[config.mk]
export PLATFORM = sky130hd
export DESIGN_NAME = rgb_hsv_pixel_converter_core
export DESIGN_NICKNAME = d
export VERILOG_FILES = /design/src/rtl/hsvc_pkg.sv /design/src/rtl/hsvc_front.sv /design/src/rtl/hsvc_div_cell.sv /design/src/rtl/hsvc_back.sv /design/src/rtl/rgb_hsv_pixel_converter_core.sv
export SDC_FILE = /design/constraint.sdc
export NUM_CORES = 2
export LEC_CHECK = 0
export BUFFER_PORTS_ARGS = -buffer_cell sky130_fd_sc_hd__buf_2
export CAP_MARGIN = 30
export CORE_ASPECT_RATIO = 1.5
export CORE_MARGIN = 5
export CORE_UTILIZATION = 35
export DETAILED_ROUTE_END_ITERATION = 10
export PLACE_DENSITY = 0.55
export SYNTH_ARGS = -nofsm -noshare
export SYNTH_HDL_FRONTEND = slang
export SYNTH_SLANG_ARGS = --single-unit
[constraint.sdc]
create_clock -name clock -period 25.1 [get_ports clock]
set_input_delay 5.02 -clock clock [delete_from_list [all_inputs] [get_ports clock]]
set_output_delay 5.02 -clock clock [all_outputs]
set_load 0.01 [all_outputs]
[src/rtl/hsvc_pkg.sv]
`timescale 1ns / 1ps
// ----------------------------------------------------------------------------
// hsvc_pkg
// shared types, constants and helpers of the rgb/hsv pixel converter
// ----------------------------------------------------------------------------
package hsvc_pkg;

   localparam int CH_W         = 8;
   localparam int NUM_W        = 16;
   localparam int DIV_STEPS    = NUM_W;
   localparam int FRONT_STAGES = 5;
   localparam int BACK_STAGES  = 2;
   localparam int LATENCY      = FRONT_STAGES + DIV_STEPS + BACK_STAGES;

   localparam logic [7:0]  CH_MAX       = 8'd255;
   localparam logic [10:0] DEG_GREEN    = 11'd120;
   localparam logic [10:0] DEG_BLUE     = 11'd240;
   localparam logic [10:0] DEG_FULL     = 11'd360;
   localparam logic [16:0] HUE_RECIP    = 17'd93207;
   localparam int          HUE_RECIP_SH = 25;

   localparam logic FUNC_TO_HSV = 1'b0;
   localparam logic FUNC_TO_RGB = 1'b1;

   typedef enum logic [1:0] {
      HUE_BASE_RED,
      HUE_BASE_GREEN,
      HUE_BASE_BLUE
   } hue_base_type;

   typedef struct packed {
      logic       func;
      logic [7:0] first_component;
      logic [7:0] second_component;
      logic [7:0] third_component;
   } req_type;

   typedef struct packed {
      logic [7:0] out_first;
      logic [7:0] out_second;
      logic [7:0] out_third;
   } rsp_type;

   typedef struct packed {
      logic [NUM_W-1:0] num;
      logic [CH_W-1:0]  rem;
      logic [NUM_W-1:0] quot;
      logic [CH_W-1:0]  den;
   } div_lane_type;

   typedef struct packed {
      logic         valid;
      logic         func;
      hue_base_type base;
      logic         neg;
      logic         hue_zero;
      logic         sat_zero;
      logic [7:0]   mx;
      logic [7:0]   red;
      logic [7:0]   green;
      logic [7:0]   blue;
      div_lane_type hue_lane;
      div_lane_type sat_lane;
   } cell_data_type;

   // exact x / 255 for x up to 255 * 255
   function automatic logic [7:0] div255(input logic [15:0] x);
      logic [16:0] s;
      s = {1'b0, x} + {9'b0, x[15:8]} + 17'd1;
      return s[15:8];
   endfunction

endpackage

[src/rtl/hsvc_front.sv]
`timescale 1ns / 1ps
// ----------------------------------------------------------------------------
// hsvc_front
// channel sort, sector split and the hsv to rgb products ahead of the divider
// ----------------------------------------------------------------------------
module hsvc_front (
   input  logic                   clock,
   input  logic                   reset,
   input  logic                   in_valid,
   input  hsvc_pkg::req_type      in_data,
   output hsvc_pkg::cell_data_type out_data
);
   import hsvc_pkg::*;

   typedef struct packed {
      logic         valid;
      logic         func;
      hue_base_type base;
      logic         neg;
      logic [7:0]   hue_abs;
      logic [7:0]   diff;
      logic [7:0]   mx;
      logic [2:0]   region;
      logic [7:0]   rem;
      logic [7:0]   sat;
      logic [7:0]   val;
   } s1_type;

   typedef struct packed {
      logic         valid;
      logic         func;
      hue_base_type base;
      logic         neg;
      logic [15:0]  hue_num;
      logic [15:0]  sat_num;
      logic [7:0]   diff;
      logic [7:0]   mx;
      logic [2:0]   region;
      logic [15:0]  x1;
      logic [15:0]  x2;
      logic [15:0]  pn;
      logic [7:0]   val;
   } s2_type;

   typedef struct packed {
      logic         valid;
      logic         func;
      hue_base_type base;
      logic         neg;
      logic [15:0]  hue_num;
      logic [15:0]  sat_num;
      logic [7:0]   diff;
      logic [7:0]   mx;
      logic [2:0]   region;
      logic [7:0]   qa;
      logic [7:0]   ta;
      logic [7:0]   p;
      logic [7:0]   val;
   } s3_type;

   typedef struct packed {
      logic         valid;
      logic         func;
      hue_base_type base;
      logic         neg;
      logic [15:0]  hue_num;
      logic [15:0]  sat_num;
      logic [7:0]   diff;
      logic [7:0]   mx;
      logic [2:0]   region;
      logic [15:0]  qn;
      logic [15:0]  tn;
      logic [7:0]   p;
      logic [7:0]   val;
   } s4_type;

   s1_type s1_ff, s1_in;
   s2_type s2_ff, s2_in;
   s3_type s3_ff, s3_in;
   s4_type s4_ff, s4_in;
   cell_data_type s5_ff, s5_in;

   // stage 1: max, min, hue branch, sector
   always_comb begin
      logic [7:0]        r, g, b, mx, mn;
      logic signed [8:0] dlt;
      logic [8:0]        dabs;
      logic [10:0]       h6, r255;
      logic [2:0]        region;
      r = in_data.first_component;
      g = in_data.second_component;
      b = in_data.third_component;
      mx = (r > g) ? r : g;
      mx = (mx > b) ? mx : b;
      mn = (r < g) ? r : g;
      mn = (mn < b) ? mn : b;
      s1_in = '0;
      if (mx == r) begin
         s1_in.base = HUE_BASE_RED;
         dlt = $signed({1'b0, g}) - $signed({1'b0, b});
      end else if (mx == g) begin
         s1_in.base = HUE_BASE_GREEN;
         dlt = $signed({1'b0, b}) - $signed({1'b0, r});
      end else begin
         s1_in.base = HUE_BASE_BLUE;
         dlt = $signed({1'b0, r}) - $signed({1'b0, g});
      end
      dabs = dlt[8] ? 9'(-dlt) : 9'(dlt);
      h6 = ({3'b0, r} << 2) + ({3'b0, r} << 1);
      region = '0;
      for (int k = 1; k <= 6; k++) begin
         if (h6 >= 11'(k * 255)) region = region + 3'd1;
      end
      r255 = {region, 8'b0} - {8'b0, region};
      s1_in.valid   = in_valid;
      s1_in.func    = in_data.func;
      s1_in.neg     = dlt[8];
      s1_in.hue_abs = dabs[7:0];
      s1_in.diff    = mx - mn;
      s1_in.mx      = mx;
      s1_in.region  = region;
      s1_in.rem     = 8'(h6 - r255);
      s1_in.sat     = g;
      s1_in.val     = b;
   end

   // stage 2: numerators and first products
   always_comb begin
      s2_in.valid   = s1_ff.valid;
      s2_in.func    = s1_ff.func;
      s2_in.base    = s1_ff.base;
      s2_in.neg     = s1_ff.neg;
      s2_in.hue_num = ({8'b0, s1_ff.hue_abs} << 6) - ({8'b0, s1_ff.hue_abs} << 2);
      s2_in.sat_num = {s1_ff.diff, 8'b0} - {8'b0, s1_ff.diff};
      s2_in.diff    = s1_ff.diff;
      s2_in.mx      = s1_ff.mx;
      s2_in.region  = s1_ff.region;
      s2_in.x1      = s1_ff.sat * s1_ff.rem;
      s2_in.x2      = s1_ff.sat * (CH_MAX - s1_ff.rem);
      s2_in.pn      = s1_ff.val * (CH_MAX - s1_ff.sat);
      s2_in.val     = s1_ff.val;
   end

   // stage 3: first scaling by 1/255
   always_comb begin
      s3_in.valid   = s2_ff.valid;
      s3_in.func    = s2_ff.func;
      s3_in.base    = s2_ff.base;
      s3_in.neg     = s2_ff.neg;
      s3_in.hue_num = s2_ff.hue_num;
      s3_in.sat_num = s2_ff.sat_num;
      s3_in.diff    = s2_ff.diff;
      s3_in.mx      = s2_ff.mx;
      s3_in.region  = s2_ff.region;
      s3_in.qa      = div255(s2_ff.x1);
      s3_in.ta      = div255(s2_ff.x2);
      s3_in.p       = div255(s2_ff.pn);
      s3_in.val     = s2_ff.val;
   end

   // stage 4: second products
   always_comb begin
      s4_in.valid   = s3_ff.valid;
      s4_in.func    = s3_ff.func;
      s4_in.base    = s3_ff.base;
      s4_in.neg     = s3_ff.neg;
      s4_in.hue_num = s3_ff.hue_num;
      s4_in.sat_num = s3_ff.sat_num;
      s4_in.diff    = s3_ff.diff;
      s4_in.mx      = s3_ff.mx;
      s4_in.region  = s3_ff.region;
      s4_in.qn      = s3_ff.val * (CH_MAX - s3_ff.qa);
      s4_in.tn      = s3_ff.val * (CH_MAX - s3_ff.ta);
      s4_in.p       = s3_ff.p;
      s4_in.val     = s3_ff.val;
   end

   // stage 5: sector select and divider load
   always_comb begin
      logic [7:0] q, t, v, p;
      q = div255(s4_ff.qn);
      t = div255(s4_ff.tn);
      v = s4_ff.val;
      p = s4_ff.p;
      s5_in = '0;
      case (s4_ff.region)
         3'd0:    begin s5_in.red = v; s5_in.green = t; s5_in.blue = p; end
         3'd1:    begin s5_in.red = q; s5_in.green = v; s5_in.blue = p; end
         3'd2:    begin s5_in.red = p; s5_in.green = v; s5_in.blue = t; end
         3'd3:    begin s5_in.red = p; s5_in.green = q; s5_in.blue = v; end
         3'd4:    begin s5_in.red = t; s5_in.green = p; s5_in.blue = v; end
         default: begin s5_in.red = v; s5_in.green = p; s5_in.blue = q; end
      endcase
      s5_in.valid         = s4_ff.valid;
      s5_in.func          = s4_ff.func;
      s5_in.base          = s4_ff.base;
      s5_in.neg           = s4_ff.neg;
      s5_in.hue_zero      = (s4_ff.diff == 8'd0);
      s5_in.sat_zero      = (s4_ff.mx == 8'd0);
      s5_in.mx            = s4_ff.mx;
      s5_in.hue_lane.num  = s4_ff.hue_num;
      s5_in.hue_lane.den  = s4_ff.diff;
      s5_in.sat_lane.num  = s4_ff.sat_num;
      s5_in.sat_lane.den  = s4_ff.mx;
   end

   always_ff @(posedge clock) begin
      if (reset) begin
         s1_ff <= '0;
         s2_ff <= '0;
         s3_ff <= '0;
         s4_ff <= '0;
         s5_ff <= '0;
      end else begin
         s1_ff <= s1_in;
         s2_ff <= s2_in;
         s3_ff <= s3_in;
         s4_ff <= s4_in;
         s5_ff <= s5_in;
      end
   end

   assign out_data = s5_ff;

endmodule

[src/rtl/hsvc_div_cell.sv]
`timescale 1ns / 1ps
// ----------------------------------------------------------------------------
// hsvc_div_cell
// one restoring step of the hue and saturation divides, registered
// ----------------------------------------------------------------------------
module hsvc_div_cell (
   input  logic                    clock,
   input  logic                    reset,
   input  hsvc_pkg::cell_data_type in_data,
   output hsvc_pkg::cell_data_type out_data
);
   import hsvc_pkg::*;

   cell_data_type cell_ff, cell_in;

   function automatic div_lane_type step(input div_lane_type l);
      div_lane_type o;
      logic [CH_W:0] trial;
      logic          take;
      trial  = {l.rem, l.num[NUM_W-1]};
      take   = (trial >= {1'b0, l.den});
      o.num  = {l.num[NUM_W-2:0], 1'b0};
      o.rem  = take ? CH_W'(trial - {1'b0, l.den}) : trial[CH_W-1:0];
      o.quot = {l.quot[NUM_W-2:0], take};
      o.den  = l.den;
      return o;
   endfunction

   always_comb begin
      cell_in          = in_data;
      cell_in.hue_lane = step(in_data.hue_lane);
      cell_in.sat_lane = step(in_data.sat_lane);
   end

   always_ff @(posedge clock) begin
      if (reset) begin
         cell_ff <= '0;
      end else begin
         cell_ff <= cell_in;
      end
   end

   assign out_data = cell_ff;

endmodule

[src/rtl/hsvc_back.sv]
`timescale 1ns / 1ps
// ----------------------------------------------------------------------------
// hsvc_back
// hue offset and wrap, scaling to 0..255 and result beat
// ----------------------------------------------------------------------------
module hsvc_back (
   input  logic                    clock,
   input  logic                    reset,
   input  hsvc_pkg::cell_data_type in_data,
   output logic                    out_valid,
   output hsvc_pkg::rsp_type       out_data
);
   import hsvc_pkg::*;

   typedef struct packed {
      logic        valid;
      logic        func;
      logic [7:0]  sat;
      logic [7:0]  mx;
      logic [7:0]  red;
      logic [7:0]  green;
      logic [7:0]  blue;
      logic [16:0] scaled;
   } b1_type;

   b1_type  b1_ff, b1_in;
   logic    valid_ff, valid_in;
   rsp_type data_ff, data_in;

   always_comb begin
      logic signed [10:0] hq, ofs, d;
      logic [8:0]         d9;
      hq = $signed({3'b0, in_data.hue_lane.quot[7:0]});
      case (in_data.base)
         HUE_BASE_GREEN: ofs = $signed(DEG_GREEN);
         HUE_BASE_BLUE:  ofs = $signed(DEG_BLUE);
         default:        ofs = '0;
      endcase
      d = in_data.neg ? (ofs - hq) : (ofs + hq);
      if (in_data.hue_zero) d = '0;
      if (d < 0) d = d + $signed(DEG_FULL);
      d9 = d[8:0];
      b1_in.valid  = in_data.valid;
      b1_in.func   = in_data.func;
      b1_in.sat    = in_data.sat_zero ? 8'd0 : in_data.sat_lane.quot[7:0];
      b1_in.mx     = in_data.mx;
      b1_in.red    = in_data.red;
      b1_in.green  = in_data.green;
      b1_in.blue   = in_data.blue;
      b1_in.scaled = {d9, 8'b0} - {8'b0, d9};
   end

   always_comb begin
      logic [33:0] prod;
      prod     = b1_ff.scaled * HUE_RECIP;
      valid_in = b1_ff.valid;
      if (b1_ff.func == FUNC_TO_RGB) begin
         data_in.out_first  = b1_ff.red;
         data_in.out_second = b1_ff.green;
         data_in.out_third  = b1_ff.blue;
      end else begin
         data_in.out_first  = prod[HUE_RECIP_SH +: 8];
         data_in.out_second = b1_ff.sat;
         data_in.out_third  = b1_ff.mx;
      end
   end

   always_ff @(posedge clock) begin
      data_ff <= data_in;
      if (reset) begin
         b1_ff    <= '0;
         valid_ff <= 1'b0;
      end else begin
         b1_ff    <= b1_in;
         valid_ff <= valid_in;
      end
   end

   assign out_valid = valid_ff;
   assign out_data  = data_ff;

endmodule

[src/rtl/rgb_hsv_pixel_converter_core.sv]
`timescale 1ns / 1ps
// ----------------------------------------------------------------------------
// rgb_hsv_pixel_converter_core
// stages from start to rsp_valid: 5 front, 16 divide cells, 2 back
// throughput: one beat per cycle, busy stays low; the divide chain is fully
// pipelined, one quotient bit per cell
// reset clears every valid flag and drops beats in flight; rsp is a strobe
// ----------------------------------------------------------------------------
module rgb_hsv_pixel_converter_core (
   input  logic              clock,
   input  logic              reset,
   input  logic              start,
   output logic              busy,
   input  hsvc_pkg::req_type req_data,
   output logic              rsp_valid,
   output hsvc_pkg::rsp_type rsp_data
);
   import hsvc_pkg::*;

   cell_data_type chain [DIV_STEPS+1];

   assign busy = 1'b0;

   hsvc_front u_front (
      .clock    (clock),
      .reset    (reset),
      .in_valid (start & ~busy),
      .in_data  (req_data),
      .out_data (chain[0])
   );

   for (genvar i = 0; i < DIV_STEPS; i++) begin : g_cell
      hsvc_div_cell u_cell (
         .clock    (clock),
         .reset    (reset),
         .in_data  (chain[i]),
         .out_data (chain[i+1])
      );
   end

   hsvc_back u_back (
      .clock     (clock),
      .reset     (reset),
      .in_data   (chain[DIV_STEPS]),
      .out_valid (rsp_valid),
      .out_data  (rsp_data)
   );

endmodule

==> run metrics <==
largest net degree at the start of global routing 200; hold slack final 373 ps; most frequent cells in the layout dfxtp_1 (1,758), nor2b_1 (1,375), nor2_1 (790); CTS sink cnt between 1,500 and 2,000; CP max-delay cell or4_1; chip width between 300 and 400 um; Ys Warns 0; Iteration-0 DRC Markers approximately 1,300; Mapped Area approximately 79,000 um^2; area of the multi-input gates 39,600 um^2; Design Area, Final 88,400 um^2; Ports 54; H-tree levels 4; Root Driver clkbuf_16; Setup Viol. Count Final 0; worst path required time 25,780 ps; maximum fanout along the worst path 12; Setup crit end kind flop; Max Cap Violations 0; Top FF cell, synth dfxtp_1; Tot Pwr 9.51 mW; Syn Area/Cell just under 10 um^2; WL/cell 12.9 um; post-CTS resize count 0; Num CTS Buffers between 150 and 200; Routed Antenna Nets 0; Non-Filler Instances roughly 11,000; First-pass DRT Iterations 5; Inst Count DP 10,800; final net count roughly 9,000; layout cells sized above 1 6.16%; vias in the first global route 50,200; CTS max path bufs 3; Worst EP arrival about 12,000 ps; core area 224,000 um^2; HP Class flop to flop; worst setup path startpoint req_data[16]; asr flop ratio synth 0%; Register-to-Register Path Depth 19; most common cell after layout, fill and taps aside dfxtp_1; Seq cells post-synth 1,758; worst skew pair latency about 800 ps; final-report max-slew violation count 0; routed vias/inst 4.42; Pwr Density 108 nW/um^2; Vias 49,300; placed instance area slightly above 80,000 um^2; post-route setup TNS 0 ps; DP HPWL 104,000 um; Max Freq between 0.08 and 0.09 GHz; worst slew pin tran 1080 ps; Clock Pin Slew Worst Setup and Hold Paths 70 ps; GP Congestion 0.857; Fin. Hold Viols 0; # DRC 0; RSZ-0062 raised after global routing no; Mapped Cells 7,998; Hold EP g_cell[14].u_cell.out_data[130]; Most common cell on crit path ha_1; number of fillers in the final layout 22,000; register area share after synthesis 44.7%; largest stage delay on the critical path between 500 and 600 ps; count of flip-flops with a built-in enable after synthesis 0; Post-CTS Hold Buffers 0; crit start category input pin; DIE HEIGHT 591 um; Layout area overhead 12.3%; global-route wire length before repair 241,000 um; outcome finished clean; # port buffers 52; Max-slew headroom 28.0%; Post-Route WL 144,000 um; hold path startpoint g_cell[13].u_cell.out_data[130]; Post-Syn Nets 9,006; Worst Hold Depth 1; period utilization 46.7%; post-synth cell types 92; Reg area 35,200 um^2; WS Path Type input pin to flop; Die ar. 235,000 um^2; Clock Skew 65.9 ps; worst vdd ir 0.0916 mV; initial antenna violation count 1; Initial Utilization 35.1%; Cell Rows 213; remaining global-route overflow 0; CTS tree done; leakage ~38 nW; GRT Overall Usage 12.3%; fin crit period between 10,000 and 15,000 ps; R2R Setup Slk 18,690 ps; Post-CTS Setup Inserts 0; critical register-to-register path startpoint u_back.b1_ff[6]; FF-to-FF End u_back.out_data[23]
stage by stage:
stage	setup slack, ps	util [%]
finish	13370	39.4
global route	13040	39.4
CTS	13370	39.4
detailed placement	12460	36.6
global placement	12340	36.6
floorplan	13550	-
metal layers:
metal	wire length, um	GRT usage (%)	part of all wire (%)
met1	55600	12.7	39
met2	78500	24.2	55
met3	3980	2.00	2.8
met4	5620	5.11	3.9
met5	0	0	0
layout make-up:
cell class | count | share of cell area, %
Antenna cell | 1 | 0.00283
Clock buffer | 237 | 5.56
Clock inverter | 81 | 1.40
Inverter | 760 | 3.23
Multi-Input combinational cell | 5193 | 44.8
Sequential cell | 1758 | 39.8
Tap cell | 3010 | 4.26
Timing Repair Buffer | 109 | 0.951
logic make-up after synthesis:
family,after synthesis,synth area share (%)
other cells,1,0.00476
compound gates,951,7.68
flops,1758,44.7
simple gates,2893,19.8
fa+ha+maj,980,18.5
buf+inv,1047,5.02
mux,61,0.828
xor+xnor,307,3.50
report_power, final:
part           switching (mW)  total [mW]  internal (mW)
Combinational            1.98        3.58           1.60
Sequential              0.173        3.23           3.06
Clock                    1.11        2.70           1.60
Total                    3.26        9.51           6.25
critical path: cells and delay by family:
| kind | cells | cell delay [ps] |
|---|---|---|
| buffers and inverters | 2 | 310 |
| AO/OA/AOI/OAI | 11 | 2270 |
| AND/OR/NAND/NOR | 8 | 1430 |
| XOR/XNOR | 4 | 1010 |
| adder cells (fa/ha/maj) | 7 | 2290 |
| multiplexers | 1 | 90 |
Yosys cell counts, drive strengths merged (31+ instances only):
cell    instances  area (um^2)
a211oi         81          618
a21o          171         1280
a21oi         315         1590
and2           43          269
clkbuf        273         1020
dfxtp        1758        35200
fa            302         6050
ha            678         8480
inv           758         2850
mux2i          31          314
nand2         188          706
nand2b        187         1170
nand3          31          168
nand4          68          425
nor2          791         2970
nor2b        1375         8600
nor3           87          445
o21a           36          272
o21ai         200         1010
or2            42          265
xnor2         189         1700
xor2          118         1050
flip-flops by register name, summed over array words and instances, names as in the netlist:
signal / cells
u_front.s1_ff: 55
u_front.s4_ff: 100
u_front.s3_ff: 84
u_front.s2_ff: 108
u_back.valid_in: 1
u_back.b1_ff: 58
u_back.out_data: 24
g_cell.u_cell.out_data: 1252
u_back.out_valid: 1
u_front.out_data: 75
worst max path at each step:
stage / slack, ps / end
2_1_floorplan: 13550 / u_front.s1_ff[23]
3_3_place_gp: 12340 / u_front.s1_ff[23]
3_5_place_dp: 12460 / u_front.s1_ff[23]
4_1_cts: 13370 / u_front.s1_ff[23]
5_1_grt: 13040 / u_front.s1_ff[23]
6_report: 13370 / u_front.s1_ff[23]
(Power assumes the default switching activity.)
